==> src/design/mvm_pkg.sv <==
// ----------------------------------------------------------------------------
// mvm_pkg
// Shared types and codes for the MOVEM register list sequencer.
// ----------------------------------------------------------------------------
package mvm_pkg;

    // Operation codes of an instruction.
    localparam logic [1:0] OP_STORE_CTRL   = 2'd0;
    localparam logic [1:0] OP_STORE_PREDEC = 2'd1;
    localparam logic [1:0] OP_LOAD_CTRL    = 2'd2;
    localparam logic [1:0] OP_LOAD_POSTINC = 2'd3;

    // How a loaded value fills its register.
    localparam logic [1:0] KIND_LONG      = 2'd0;
    localparam logic [1:0] KIND_LOW_WORD  = 2'd1;
    localparam logic [1:0] KIND_SIGN_WORD = 2'd2;

    // Operand sizes in bytes.
    localparam logic [31:0] SIZE_WORD = 32'd2;
    localparam logic [31:0] SIZE_LONG = 32'd4;

    // Commands from the controller to the datapath.
    typedef struct packed {
        logic load;
        logic step;
    } cmd_t;

    // Status from the datapath to the controller.
    typedef struct packed {
        logic last;
    } status_t;

endpackage

==> src/design/mvm_ctrl.sv <==
// ----------------------------------------------------------------------------
// mvm_ctrl
// Controller: takes an instruction and steps the datapath once per result.
// ----------------------------------------------------------------------------
module mvm_ctrl
(
    input  logic             clk,
    input  logic             rst_n,
    input  logic             start,
    input  mvm_pkg::status_t status,
    output mvm_pkg::cmd_t    cmd,
    output logic             busy
);

    typedef enum logic {
        ST_IDLE,
        ST_RUN
    } state_t;

    state_t state_reg;
    state_t state_next;

    always_comb
    begin
        state_next = state_reg;
        cmd.load   = 1'b0;
        cmd.step   = 1'b0;
        unique case (state_reg)
            ST_IDLE:
            begin
                if (start)
                begin
                    cmd.load   = 1'b1;
                    state_next = ST_RUN;
                end
            end
            ST_RUN:
            begin
                cmd.step = 1'b1;
                if (status.last)
                begin
                    state_next = ST_IDLE;
                end
            end
            default:
            begin
                state_next = ST_IDLE;
            end
        endcase
    end

    always_ff @(posedge clk or negedge rst_n)
    begin
        if (!rst_n)
        begin
            state_reg <= ST_IDLE;
        end
        else
        begin
            state_reg <= state_next;
        end
    end

    assign busy = (state_reg == ST_RUN);

endmodule

==> src/design/mvm_datapath.sv <==
// ----------------------------------------------------------------------------
// mvm_datapath
// Datapath: remaining mask, running address and the registered result.
// ----------------------------------------------------------------------------
module mvm_datapath
(
    input  logic             clk,
    input  logic             rst_n,
    input  mvm_pkg::cmd_t    cmd,
    output mvm_pkg::status_t status,
    input  logic [1:0]       opcode,
    input  logic             long_size,
    input  logic [15:0]      reg_mask,
    input  logic [31:0]      start_address,
    input  logic [2:0]       base_reg,
    output logic             result_valid,
    output logic             transfer_valid,
    output logic [3:0]       reg_index,
    output logic [31:0]      mem_address,
    output logic             is_write,
    output logic [1:0]       load_kind,
    output logic             last,
    output logic             writeback_valid,
    output logic [2:0]       writeback_reg,
    output logic [31:0]      writeback_value
);

    logic [15:0] mask_reg;
    logic [31:0] addr_reg;
    logic [1:0]  op_reg;
    logic        long_reg;
    logic [2:0]  base_num_reg;

    logic        strobe_reg;
    logic        xfer_reg;
    logic [3:0]  reg_num_reg;
    logic [31:0] mem_addr_reg;
    logic        write_reg;
    logic [1:0]  kind_reg;
    logic        last_reg;
    logic        wb_valid_reg;
    logic [2:0]  wb_num_reg;
    logic [31:0] wb_value_reg;

    logic [15:0] lowest;
    logic [15:0] mask_rest;
    logic [3:0]  bit_idx;
    logic [3:0]  reg_num;
    logic        is_predec;
    logic        is_store;
    logic        has_wb;
    logic        empty;
    logic        is_last;
    logic [31:0] size;
    logic [31:0] addr_dec;
    logic [31:0] addr_inc;
    logic [31:0] emit_addr;
    logic [31:0] addr_next;
    logic [1:0]  kind;

    // Isolate the lowest remaining mask bit and encode its position.
    assign lowest    = mask_reg & (~mask_reg + 16'd1);
    assign mask_rest = mask_reg & ~lowest;

    always_comb
    begin
        bit_idx = 4'd0;
        for (int i = 0; i < 16; i++)
        begin
            if (lowest[i])
            begin
                bit_idx = bit_idx | 4'(i);
            end
        end
    end

    assign is_predec = (op_reg == mvm_pkg::OP_STORE_PREDEC);
    assign is_store  = (op_reg == mvm_pkg::OP_STORE_CTRL) ||
                       (op_reg == mvm_pkg::OP_STORE_PREDEC);
    assign has_wb    = (op_reg == mvm_pkg::OP_STORE_PREDEC) ||
                       (op_reg == mvm_pkg::OP_LOAD_POSTINC);
    assign empty     = (mask_reg == 16'd0);
    assign is_last   = empty || (mask_rest == 16'd0);

    // In predecrement mode the mask bit order is reversed.
    assign reg_num   = is_predec ? ~bit_idx : bit_idx;

    assign size      = long_reg ? mvm_pkg::SIZE_LONG : mvm_pkg::SIZE_WORD;
    assign addr_dec  = addr_reg - size;
    assign addr_inc  = addr_reg + size;
    assign emit_addr = is_predec ? addr_dec : addr_reg;
    assign addr_next = is_predec ? addr_dec : addr_inc;

    always_comb
    begin
        if (is_store || long_reg)
        begin
            kind = mvm_pkg::KIND_LONG;
        end
        else if (reg_num[3])
        begin
            kind = mvm_pkg::KIND_SIGN_WORD;
        end
        else
        begin
            kind = mvm_pkg::KIND_LOW_WORD;
        end
    end

    assign status.last = is_last;

    always_ff @(posedge clk or negedge rst_n)
    begin
        if (!rst_n)
        begin
            strobe_reg <= 1'b0;
        end
        else
        begin
            strobe_reg <= cmd.step;
        end
    end

    always_ff @(posedge clk)
    begin
        if (cmd.load)
        begin
            mask_reg     <= reg_mask;
            addr_reg     <= start_address;
            op_reg       <= opcode;
            long_reg     <= long_size;
            base_num_reg <= base_reg;
        end
        else if (cmd.step)
        begin
            mask_reg <= mask_rest;
            if (!empty)
            begin
                addr_reg <= addr_next;
            end
        end

        if (cmd.step)
        begin
            xfer_reg     <= !empty;
            reg_num_reg  <= empty ? 4'd0 : reg_num;
            mem_addr_reg <= empty ? 32'd0 : emit_addr;
            write_reg    <= !empty && is_store;
            kind_reg     <= empty ? mvm_pkg::KIND_LONG : kind;
            last_reg     <= is_last;
            wb_valid_reg <= is_last && has_wb;
            wb_num_reg   <= (is_last && has_wb) ? base_num_reg : 3'd0;
            // An empty mask writes back the unchanged base address.
            if (is_last && has_wb)
            begin
                wb_value_reg <= empty ? addr_reg : addr_next;
            end
            else
            begin
                wb_value_reg <= 32'd0;
            end
        end
    end

    assign result_valid    = strobe_reg;
    assign transfer_valid  = xfer_reg;
    assign reg_index       = reg_num_reg;
    assign mem_address     = mem_addr_reg;
    assign is_write        = write_reg;
    assign load_kind       = kind_reg;
    assign last            = last_reg;
    assign writeback_valid = wb_valid_reg;
    assign writeback_reg   = wb_num_reg;
    assign writeback_value = wb_value_reg;

endmodule

==> src/design/movem_register_list_sequencer.sv <==
// ----------------------------------------------------------------------------
// movem_register_list_sequencer
// Expands one MOVEM instruction into its register transfers.
// ----------------------------------------------------------------------------
// Usage: present opcode, long_size, reg_mask, start_address and base_reg with
// start high; the transaction is taken at a clock edge where busy is low.
// The block then issues one result per set mask bit, lowest bit first, each
// on the result ports for one cycle with result_valid high. An empty mask
// gives one result with transfer_valid low. The final result has last high
// and, for predecrement and postincrement, the base register writeback.
// Order: the start edge loads the instruction and moves the controller to its
// run state; each step there registers one result onto the result ports.
// Throughput: an instruction occupies the block for one step per set mask bit
// (at least one step), since the mask scan retires one register per cycle;
// busy drops in the cycle the last result is shown.
// Reset clears the controller to idle and the result strobe to low.
// The receiver cannot stall: every result is taken in the cycle it is shown.
// ----------------------------------------------------------------------------
module movem_register_list_sequencer
(
    input  logic        clk,
    input  logic        rst_n,
    input  logic        start,
    output logic        busy,
    input  logic [1:0]  opcode,
    input  logic        long_size,
    input  logic [15:0] reg_mask,
    input  logic [31:0] start_address,
    input  logic [2:0]  base_reg,
    output logic        result_valid,
    output logic        transfer_valid,
    output logic [3:0]  reg_index,
    output logic [31:0] mem_address,
    output logic        is_write,
    output logic [1:0]  load_kind,
    output logic        last,
    output logic        writeback_valid,
    output logic [2:0]  writeback_reg,
    output logic [31:0] writeback_value
);

    mvm_pkg::cmd_t    cmd;
    mvm_pkg::status_t status;

    mvm_ctrl u_ctrl
    (
        .clk    (clk),
        .rst_n  (rst_n),
        .start  (start),
        .status (status),
        .cmd    (cmd),
        .busy   (busy)
    );

    mvm_datapath u_datapath
    (
        .clk             (clk),
        .rst_n           (rst_n),
        .cmd             (cmd),
        .status          (status),
        .opcode          (opcode),
        .long_size       (long_size),
        .reg_mask        (reg_mask),
        .start_address   (start_address),
        .base_reg        (base_reg),
        .result_valid    (result_valid),
        .transfer_valid  (transfer_valid),
        .reg_index       (reg_index),
        .mem_address     (mem_address),
        .is_write        (is_write),
        .load_kind       (load_kind),
        .last            (last),
        .writeback_valid (writeback_valid),
        .writeback_reg   (writeback_reg),
        .writeback_value (writeback_value)
    );

`ifndef SYNTHESIS
    // A result is only produced by a step while the block was busy.
    a_result_from_busy: assert property (@(posedge clk) disable iff (!rst_n)
        result_valid |-> $past(busy))
        else $error("result strobe without an active transaction");

    // An accepted transaction keeps the block busy in the next cycle.
    a_start_busy: assert property (@(posedge clk) disable iff (!rst_n)
        (start && !busy) |=> busy)
        else $error("accepted transaction did not start");

    // Results of one instruction come back to back until the last one.
    a_no_gap: assert property (@(posedge clk) disable iff (!rst_n)
        (result_valid && !last) |=> result_valid)
        else $error("gap before the last result of an instruction");

    // Only the last result may carry a writeback.
    a_wb_last: assert property (@(posedge clk) disable iff (!rst_n)
        (result_valid && writeback_valid) |-> last)
        else $error("writeback on a result that is not last");
`endif

endmodule
==> config.mk <==
export PLATFORM = sky130hd
export DESIGN_NAME = movem_register_list_sequencer
export DESIGN_NICKNAME = d
export VERILOG_FILES = /design/src/design/mvm_pkg.sv /design/src/design/mvm_ctrl.sv /design/src/design/mvm_datapath.sv /design/src/design/movem_register_list_sequencer.sv
export SDC_FILE = /design/constraint.sdc
export NUM_CORES = 1
export LEC_CHECK = 0
export BUFFER_PORTS_ARGS = -buffer_cell sky130_fd_sc_hd__buf_2
export CAP_MARGIN = 10
export CELL_PAD_IN_SITES_DETAIL_PLACEMENT = 1
export CELL_PAD_IN_SITES_GLOBAL_PLACEMENT = 2
export CORE_MARGIN = 5
export CORE_UTILIZATION = 38
export DETAILED_ROUTE_END_ITERATION = 10
export HOLD_SLACK_MARGIN = 0.12
export PLACE_DENSITY = 0.83
export SYNTH_ARGS = -nofsm -noshare
export SYNTH_HDL_FRONTEND = slang
export SYNTH_SLANG_ARGS = --single-unit
==> constraint.sdc <==
create_clock -name clk -period 10.8 [get_ports clk]
set_clock_uncertainty 0.15 [all_clocks]
set_input_delay 0.54 -clock clk [delete_from_list [all_inputs] [get_ports clk]]
set_output_delay 0.54 -clock clk [all_outputs]
set_load 0.01 [all_outputs]
==> results.md, run 1 <==
- Share of the yosys chip area belonging to registers: 0.557
- Leak: 3.27 nW
- Worst hold path cell count: 1
- Most area-consuming cells after synthesis: sky130_fd_sc_hd__edfxtp_1 55%, sky130_fd_sc_hd__nor2_1 6.0%, sky130_fd_sc_hd__xor2_1 3.6%, sky130_fd_sc_hd__xnor2_1 3.3%, sky130_fd_sc_hd__a21oi_1 3.1%
- TritonCTS sink count: 133
- Critical path data required time: 10790 ps
- Family with the most delay on the worst path: simple AND/OR/NAND/NOR gates
- Final instance count without filler cells: 1020
- TritonCTS clock tree: done
- Kind of start point of the critical path: flop
- Vias per std cell: 5.39
- Part of the total power dissipated in combinational logic: 0.334
- Relative slew margins: 0.365
- Place WS: 7110 ps
- Maximum single-stage delay on the critical path: 600 ps
- Crit. path cell count: 9
- Site Rows: 50
- Fmax: 0.272 GHz
- GP Congestion: 0.851
- Boundary pin count: 136
- Startpoint of the worst register-to-register path: u_datapath.long_reg
- Net switching power: 0.000973 W
- Post-route core utilization: 0.452
- Proportion of netlist area held by the largest area contributor: 0.550
- Slowest cell on the critical path: sky130_fd_sc_hd__nor4bb_1
- Pins Over Slew Limit: 0
- Drt drc: 0
- Clock transition at path regs: 60 ps
- Synth Flop Type: sky130_fd_sc_hd__edfxtp_1
- Buf+Inv Stages, Crit Path: 1
- Instance count after placement with tap cells included: 987
- Worst IR Drop VDD: 0.121 mV
- Hold wc startpoint: base_reg[0]
- Post-route setup slack: 7120 ps
- Power Internal: 0.00159 W
- Sequential cell area: 3990 µm²
- Post-Synthesis Net Count: 731
- Post-synth EDFFs: 131
- Yosys Warn Count: 0
- Maximum fanout encountered on the critical timing path: 8
- Proportion of power drawn by the clock network: 0.226
- Post-cts sizing count: 0
- Insertion delay of the later-clocked pin in the worst-skew pair: 430 ps
- Synth unique cells: 70
- Power per Cell Area: 304 nW/µm²
- Area of the placeable core: 18600 µm²
- Final setup violation count: 0
- IO buf count: 135
- DRT iter0 DRCs: 268
- Initial Utilization: 0.384
- Proportion of power drawn by flip-flops and latches: 0.440
- CP Class: reg -> reg
- Proportion of synthesized flip-flops having asynchronous set or reset: 0.0150
- Most numerous cell in the Yosys netlist: sky130_fd_sc_hd__edfxtp_1
- Total area of multi-input combinational cells: 2810 µm²
- Top cells by count, synth: 131 x sky130_fd_sc_hd__edfxtp_1, 115 x sky130_fd_sc_hd__nor2_1, 58 x sky130_fd_sc_hd__nand2_1
- CP Capture Type: flop
- Period utilisation layout: 0.341
- Average wire per standard cell: 19.5 µm
- TritonRoute pass-1 iters: 4
- Final net count: 836
- Fin Setup TNS: 0 ps
- Crit. Startpoint: u_datapath.long_reg
- Instance count of the mapped netlist: 668
- Minimum clock period: 3680 ps
- Post-synthesis sequential element count: 133
- Remaining antenna violation count: 0
- Setup fix buffers added after clock tree synthesis: 0
- DPL Wire Length: 14100 µm
- Antenna fix cells: 0
- RSZ-0062 raised after global routing: false
- Final-layout fill cell count: 2097
- Post-CTS Hold Buffers: 1
- Drt total wl: 19900 µm
- Number of global-route vias before repair: 5982
- Number of antenna violations at the first check in global routing: 0
- GRT Util Overall: 0.188
- Total via count after detailed routing: 5494
- Root Buffer Master: sky130_fd_sc_hd__clkbuf_16
- Critical Path AT: 3670 ps
- H-tree depth: 4
- Die Wd: 147 µm
- First-pass GRT wire length: 32100 µm
- Per-instance average area after synthesis: 10.7 µm²
- Largest net degree at the start of global routing: 70
- CTS Buffer Depth: 2
- Switching share of power: 0.380
- Worst path cell trace: inv_1, ha_1, fa_1, nor4bb_1, nand2_1, nor4_1, o21ai_0, xor2_1, a21oi_1
- MaxCap Viol Count: 0
- Share of layout cells above drive strength 1: 0.252
- Status: finished clean
- Class of the tightest hold or removal check: in -> reg
- Post-Synthesis Cell Area: 7150 µm²
- Synth area leader: sky130_fd_sc_hd__edfxtp_1
- Die Y: 147 µm
- Total CTS buffers: 17
- Final Hold Viols: 0
- Worst-Margin Slew: 951 ps
- Die outline area: 21700 µm²
- Hold_ws: 140 ps
- Depth of the most critical reg-to-reg path: 9
- GRT overflow: 0
- Layout Area Growth over Synthesis: 17.9%
## through the flow
step,instance area [µm²],total power (W)
after floorplan,7150,0.00170
after global placement,7840,0.00197
after detailed placement,7840,0.00200
after CTS,8430,0.00259
after global routing,8430,0.00272
final,8430,0.00256
## cells by family after synthesis
logic type / synth area share
xor+xnor: 0.0686
fa+ha+maj: 0.0154
flops: 0.557
compound gates: 0.0917
buf+inv: 0.0507
mux: 0.00455
simple gates: 0.212
## placed cells by master (no fill, tap or decap), types with 11 or more instances in the layout
cell type / netlist / routed
sky130_fd_sc_hd__nor4_1: 15 / 15
sky130_fd_sc_hd__nand3_1: 16 / 16
sky130_fd_sc_hd__inv_1: 11 / 11
sky130_fd_sc_hd__xnor2_1: 27 / 27
sky130_fd_sc_hd__nor2_1: 115 / 115
sky130_fd_sc_hd__clkbuf_16: 0 / 17
sky130_fd_sc_hd__xor2_1: 29 / 29
sky130_fd_sc_hd__nand2_1: 58 / 58
sky130_fd_sc_hd__edfxtp_1: 131 / 131
sky130_fd_sc_hd__a21oi_1: 45 / 45
sky130_fd_sc_hd__nor3_1: 19 / 19
sky130_fd_sc_hd__buf_2: 8 / 135
sky130_fd_sc_hd__o21ai_0: 28 / 28
## area by class of cell
class | count | area share
sequential | 133 | 0.473
multi-input combinational | 469 | 0.333
timing repair buffer | 139 | 0.0840
clock buffer | 24 | 0.0583
tap | 234 | 0.0347
clock inverter | 8 | 0.0116
inverter | 13 | 0.00579
## final timing paths
| path | endpoint | slack [ps] |
|---|---|---|
| setup / recovery | u_datapath.addr_reg[23] | 7120 |
| hold / removal | u_datapath.base_num_reg[0] | 140 |
| setup reg to reg | u_datapath.addr_reg[23] | 7120 |
| hold reg to reg | u_datapath.writeback_reg[2] | 430 |
| max in group asynchronous | u_ctrl.busy | 10120 |
| min in group asynchronous | u_datapath.result_valid | 260 |
## per-layer routing
metal / up-vias / GRT usage / wire length (µm) / share of wire
li1: 2618 / - / - / -
met1: 2717 / 0.228 / 8620 / 0.43
met4: 0 / 0.0564 / 304 / 0.015
met2: 134 / 0.331 / 10000 / 0.50
met5: - / 0 / 0 / 0
met3: 25 / 0.0475 / 920 / 0.046
## power by group through the flow
stage	registers, W	logic, W	clock network, W
2_1_floorplan	0.00107	0.000625	0
3_3_place_gp	0.00112	0.000847	0
3_5_place_dp	0.00113	0.000866	0
4_1_cts	0.00113	0.000875	0.000588
5_1_grt	0.00116	0.000949	0.000613
6_report	0.00113	0.000855	0.000579
Power figures use the tool's default switching activity.
==> run 2, diff against run 1 <==
CORE_UTILIZATION = 36   (was 38)
PLACE_DENSITY = 0.79   (was 0.83)
clock period = 3.6 ns   (was 10.8 ns; I/O delays follow)
==> run 2 against run 1 <==
Combinational power increased to 3.2 times the previous value. Die area increased by 5.2%. Clock power increased to 3.0 times the previous value. Sequential power increased to 3.0 times the previous value. Final cell count increased by 9.3%. Worst hold slack improved by 180 ps. Sequential cell count unchanged. Via count increased by 3.1%. Critical path type unchanged. Critical endpoint is now u_datapath.addr_reg[21]. Largest power group unchanged.
==> results.md, run 2 (synthesized netlist as in run 1, its figures left out) <==
- Status: finished clean
- Critical Path AT: 3340 ps
- Most used cells in the layout excluding fill and tap cells: 135 x sky130_fd_sc_hd__buf_2, 131 x sky130_fd_sc_hd__edfxtp_1, 115 x sky130_fd_sc_hd__nor2_1, 58 x sky130_fd_sc_hd__nand2_1, 56 x sky130_fd_sc_hd__dlygate4sd3_1
- Remaining antenna violation count: 0
- Die Wd: 151 µm
- Share of layout cells above drive strength 1: 0.251
- Leak: 3.53 nW
- Sequential cell area: 3990 µm²
- GRT overflow: 0
- CP Class: reg -> reg
- Vias per std cell: 5.08
- Fin Setup TNS: 0 ps
- First-pass GRT wire length: 32200 µm
- Number of antenna violations at the first check in global routing: 0
- Drt total wl: 20200 µm
- CP Capture Type: flop
- Total area of multi-input combinational cells: 2820 µm²
- Minimum clock period: 3350 ps
- Final net count: 900
- Site Rows: 51
- Die Y: 151 µm
- Kind of start point of the critical path: flop
- Relative slew margins: 0.311
- Antenna fix cells: 0
- CTS Buffer Depth: 2
- Part of the total power dissipated in combinational logic: 0.349
- Insertion delay of the later-clocked pin in the worst-skew pair: 420 ps
- Switching share of power: 0.390
- Pins Over Slew Limit: 0
- Layout Area Growth over Synthesis: 27.2%
- Total CTS buffers: 17
- Boundary pin count: 136
- Proportion of power drawn by flip-flops and latches: 0.430
- Largest net degree at the start of global routing: 81
- RSZ-0062 raised after global routing: false
- Met2 GRT Util: 0.316
- Class of the tightest hold or removal check: in -> reg
- DRT iter0 DRCs: 261
- Final-layout fill cell count: 2205
- Area of the placeable core: 19500 µm²
- Die outline area: 22800 µm²
- Power per Cell Area: 852 nW/µm²
- Met1 track demand over resource: 0.228
- Power Internal: 0.00473 W
- Average wire per standard cell: 18.1 µm
- Proportion of power drawn by the clock network: 0.221
- TritonCTS sink count: 133
- Net switching power: 0.00302 W
- Critical path data required time: 3580 ps
- GRT Util Overall: 0.181
- Hold wc startpoint: base_reg[0]
- Period utilisation layout: 0.931
- Hold_ws: 315 ps
- Worst IR Drop VDD: 0.412 mV
- Startpoint of the worst register-to-register path: u_datapath.long_reg
- Drt drc: 0
- H-tree depth: 4
- Clock transition at path regs: 60 ps
- MaxCap Viol Count: 0
- DPL Wire Length: 14200 µm
- Number of global-route vias before repair: 6082
- Grt peak-use layer: met2
- GP Congestion: 0.875
- Fmax: 0.298 GHz
- Global routing met3 resource utilization: 0.0317
- Maximum fanout encountered on the critical timing path: 8
- Crit. Startpoint: u_datapath.long_reg
- Root Buffer Master: sky130_fd_sc_hd__clkbuf_16
- IO buf count: 135
- TritonCTS clock tree: done
- Initial Utilization: 0.366
- Total via count after detailed routing: 5667
- Final setup violation count: 0
- Worst-Margin Slew: 1030 ps
- Final Hold Viols: 0
- Most common library cell in the layout ignoring fill and taps: sky130_fd_sc_hd__buf_2
- TritonRoute pass-1 iters: 4
run 2: cell count changes in the layout (fill, tap and decap cells not counted), moves of 3 or more:
cell,change
sky130_fd_sc_hd__dlygate4sd3_1,+55
sky130_fd_sc_hd__buf_4,+9
sky130_fd_sc_hd__inv_6,+6
sky130_fd_sc_hd__clkbuf_1,-3
sky130_fd_sc_hd__clkbuf_8,-3
sky130_fd_sc_hd__clkinvlp_4,+3
run 2: area by class of cell:
cell class	instances	area share
inverters	13	0.00537
multi-input cells	469	0.310
clock inverters	14	0.0154
clock buffers	18	0.0483
flip-flops and latches	133	0.438
well taps	265	0.0365
repair buffers	203	0.146
run 2: path summary, 6_finish.rpt:
kind | to | slack (ps) | cells past startpoint
max | u_datapath.addr_reg[21] | 250 | 9
min in group asynchronous | u_datapath.result_valid | 460 | 3
max reg2reg | u_datapath.addr_reg[21] | 250 | 9
min reg2reg | u_datapath.mem_address[0] | 410 | 1
min | u_datapath.base_num_reg[0] | 320 | 2
max in group asynchronous | u_ctrl.busy | 2700 | 3
run 2: timing repair:
| item | CTS | global route |
|---|---|---|
| hold buffers | 56 | 0 |
| buffers inserted | 0 | 0 |
| resized for setup | 0 | 2 |
| hold endpoints to repair | 56 | 0 |
| setup endpoints to repair | 0 | 5 |
run 2: per-stage QoR:
| stage | power [W] | std cells | instance area (µm²) | util | setup WS, ps |
|---|---|---|---|---|---|
| floorplan | 0.00510 | 668 | 7150 | - | 145 |
| global placement | 0.00593 | 1027 | 7940 | 0.407 | 448 |
| detailed placement | 0.00604 | 1027 | 7940 | 0.407 | 280 |
| CTS | 0.00784 | 1115 | 9080 | 0.465 | 261 |
| global route | 0.00825 | 1115 | 9090 | 0.466 | 12.6 |
| finish | 0.00775 | 1115 | 9090 | 0.466 | 248 |
run 2: power by group through the flow:
stage | registers, W | logic [W] | clock network [W]
floorplan | 0.00322 | 0.00187 | 0
global placement | 0.00332 | 0.00262 | 0
detailed placement | 0.00335 | 0.00268 | 0
CTS | 0.00334 | 0.00275 | 0.00175
global route | 0.00344 | 0.00299 | 0.00183
finish | 0.00334 | 0.00270 | 0.00171
run 2: worst max-delay path, stage by stage (launching register included):
cell and delay, ps:
sky130_fd_sc_hd__edfxtp_1 460, sky130_fd_sc_hd__inv_1 200, sky130_fd_sc_hd__ha_1 220, sky130_fd_sc_hd__fa_1 220
sky130_fd_sc_hd__nor4bb_1 460, sky130_fd_sc_hd__nand2_1 340, sky130_fd_sc_hd__nor4_1 460, sky130_fd_sc_hd__o21ai_0 200
sky130_fd_sc_hd__xor2_1 240, sky130_fd_sc_hd__a21oi_1 110
run 2: per-layer routing:
layer,part of all wire,wire length [µm]
met4,0.017,336
met2,0.51,10200
met5,0,0
met3,0.042,841
met1,0.43,8750
==> run 3, diff against run 2 <==
ABC_AREA = 1   (was unset)
CORE_ASPECT_RATIO = 1.1   (was unset)
CORE_UTILIZATION = 33   (was 36)
==> run 3 against run 2 <==
Clock power is 5% higher. Largest power group is now combinational cells. Synthesized cell count is 64% higher. Setup slack better by 350 ps. Design area is 14% higher. Largest cell class unchanged. Routed wire length is 43% higher.
==> results.md, run 3 <==
- Fmax: 0.333 GHz
- Proportion of power drawn by flip-flops and latches: 0.376
- RSZ-0062 raised after global routing: false
- GP Congestion: 0.882
- Power Internal: 0.00485 W
- TritonCTS sink count: 133
- Final setup violation count: 0
- Post-Synthesis Net Count: 1158
- Clock transition at path regs: 70 ps
- Post-Synthesis Cell Area: 8290 µm²
- Finished layout cell area: 10400 µm²
- H-tree depth: 4
- Drt total wl: 28900 µm
- Critical Path AT: 3000 ps
- Total chip power: 0.00867 W
- Area of the placeable core: 24600 µm²
- Boundary pin count: 136
- Root Buffer Master: sky130_fd_sc_hd__clkbuf_16
- Synth unique cells: 34
- Die outline area: 28400 µm²
- Pins Over Slew Limit: 0
- Class of the tightest hold or removal check: in -> reg
- Number of antenna violations at the first check in global routing: 0
- Share of layout cells above drive strength 1: 0.187
- Leak: 4.61 nW
- Post-synthesis sequential element count: 133
- Maximum fanout encountered on the critical timing path: 6
- Total CTS buffers: 17
- Synth Flop Type: sky130_fd_sc_hd__edfxtp_1
- Net switching power: 0.00381 W
- Top cells by count, synth: 367 x sky130_fd_sc_hd__nand2_1, 148 x sky130_fd_sc_hd__nor2_1, 131 x sky130_fd_sc_hd__edfxtp_1
- Relative slew margins: 0.461
- TritonCTS clock tree: done
- Site Rows: 60
- Most numerous cell in the Yosys netlist: sky130_fd_sc_hd__nand2_1
- Post-synth EDFFs: 131
- DPL Wire Length: 20800 µm
- Total via count after detailed routing: 7831
- Yosys Warn Count: 0
- IO buf count: 135
- Antenna fix cells: 0
- First-pass GRT wire length: 46400 µm
- Power per Cell Area: 836 nW/µm²
- Instance count of the mapped netlist: 1095
- CP Class: reg -> reg
- Number of global-route vias before repair: 8177
- Kind of start point of the critical path: flop
- Post-cts sizing count: 0
- Proportion of power drawn by the clock network: 0.206
- Most area-consuming cells after synthesis: sky130_fd_sc_hd__edfxtp_1 47%, sky130_fd_sc_hd__nand2_1 17%, sky130_fd_sc_hd__nand3_1 6.8%, sky130_fd_sc_hd__nor2_1 6.7%, sky130_fd_sc_hd__inv_1 3.8%
- Final-layout fill cell count: 3089
- DRT iter0 DRCs: 351
- CP Capture Type: flop
- Share of the yosys chip area belonging to registers: 0.480
- Minimum clock period: 3000 ps
- Part of the total power dissipated in combinational logic: 0.417
- Remaining antenna violation count: 0
- Hold_ws: 309 ps
- Proportion of synthesized flip-flops having asynchronous set or reset: 0.0150
- Initial Utilization: 0.337
- GRT overflow: 0
- Average wire per standard cell: 18.2 µm
- Worst-Margin Slew: 808 ps
- Drt drc: 0
- Largest net degree at the start of global routing: 79
- Post-route core utilization: 0.421
- Status: finished clean
- Final Hold Viols: 0
- Final net count: 1326
- Dpl cell area: 9230 µm²
- Vias per std cell: 4.94
- TritonRoute pass-1 iters: 4
- Layout Area Growth over Synthesis: 25.0%
- Die Wd: 161 µm
- Period utilisation layout: 0.834
- Critical path data required time: 3600 ps
- Most used cells in the layout excluding fill and tap cells: 367 x sky130_fd_sc_hd__nand2_1, 146 x sky130_fd_sc_hd__nor2_1, 135 x sky130_fd_sc_hd__buf_2, 131 x sky130_fd_sc_hd__edfxtp_1, 113 x sky130_fd_sc_hd__nand3_1
- Switching share of power: 0.440
- Setup fix buffers added after clock tree synthesis: 0
- Insertion delay of the later-clocked pin in the worst-skew pair: 430 ps
- Proportion of netlist area held by the largest area contributor: 0.474
- Worst IR Drop VDD: 0.612 mV
- Fin Setup TNS: 0 ps
- Most common library cell in the layout ignoring fill and taps: sky130_fd_sc_hd__nand2_1
- MaxCap Viol Count: 0
- Die Y: 176 µm
- CTS Buffer Depth: 2
- Synth area leader: sky130_fd_sc_hd__edfxtp_1
- Per-instance average area after synthesis: 7.57 µm²
- GRT Util Overall: 0.208
run 3: cell types whose count changed in the layout (fill, tap and decap cells not counted), sizes merged, moves of 26 or more:
cell and delta:
nand3 +98, inv +69, nand2 +316, nor2 +76
o21ai +29, xnor2 -26
run 3: worst max-delay path, cell delays in order, from the launching register on:
cell,delay [ps]
sky130_fd_sc_hd__edfxtp_1,440
sky130_fd_sc_hd__inv_1,230
sky130_fd_sc_hd__ha_1,250
sky130_fd_sc_hd__inv_1,70
sky130_fd_sc_hd__fa_1,420
sky130_fd_sc_hd__nor2_2,240
sky130_fd_sc_hd__nand2_1,210
sky130_fd_sc_hd__nor2_2,260
sky130_fd_sc_hd__nand2_1,80
sky130_fd_sc_hd__nand2_1,60
sky130_fd_sc_hd__nand2_1,50
sky130_fd_sc_hd__nand2_1,50
sky130_fd_sc_hd__nand3_1,90
sky130_fd_sc_hd__nand2_1,100
sky130_fd_sc_hd__nor2_1,40
run 3: worst paths after layout:
kind	slack, ps	from	cells past startpoint	to
max	600	u_datapath.long_reg	14	u_datapath.writeback_value[31]
max in group asynchronous	2690	rst_n	3	u_ctrl.busy
min in group asynchronous	480	rst_n	3	u_ctrl.busy
min reg2reg	410	u_datapath.base_num_reg[0]	2	u_datapath.writeback_reg[0]
min	310	base_reg[2]	2	u_datapath.base_num_reg[2]
max reg2reg	600	u_datapath.long_reg	14	u_datapath.writeback_value[31]
run 3: layout make-up:
cell class / count / area, µm² / area share
flip-flops and latches: 133 / 3990 / 0.385
inverters: 85 / 319 / 0.0308
well taps: 310 / 388 / 0.0374
clock buffers: 17 / 425 / 0.0410
clock inverters: 15 / 153 / 0.0147
repair buffers: 204 / 1360 / 0.131
multi-input cells: 822 / 3730 / 0.360
run 3: power by group through the flow:
stage | clock network, W | logic (W) | registers (W)
finish | 0.00179 | 0.00362 | 0.00326
global route | 0.00188 | 0.00412 | 0.00337
CTS | 0.00182 | 0.00368 | 0.00327
detailed placement | 0 | 0.00362 | 0.00328
global placement | 0 | 0.00357 | 0.00329
floorplan | 0 | 0.00240 | 0.00322
run 3: stage by stage:
stage | instances | worst slack [ps]
after floorplan | 1095 | 173
after global placement | 1498 | 666
after detailed placement | 1498 | 596
after CTS | 1586 | 572
after global routing | 1586 | 312
final | 1586 | 599
run 3: routing by layer:
metal	GRT usage	vias to the layer above	routed length, µm	share of wire
met4	0.0508	0	346	0.012
met5	0	-	0	0
li1	-	3908	-	-
met1	0.277	3777	13600	0.47
met3	0.0280	18	818	0.028
met2	0.362	128	14100	0.49
run 3: kinds of logic (layout without fill, tap and decap cells):
logic type / count (synthesis) / count (layout) / share of synthesized area
AOI/OAI and AO/OA: 105 / 105 / 0.0653
adders and majority gates: 6 / 6 / 0.0109
xor gates and xnor gates: 11 / 11 / 0.0116
buffers and inverters: 140 / 321 / 0.0703
and+or+nand+nor: 700 / 700 / 0.361
DFF: 133 / 133 / 0.480
run 3: what timing repair did:
action,4_1_cts,5_1_grt
endpoints found under the setup margin,0,0
hold endpoints to repair,56,0
hold buffers,56,0
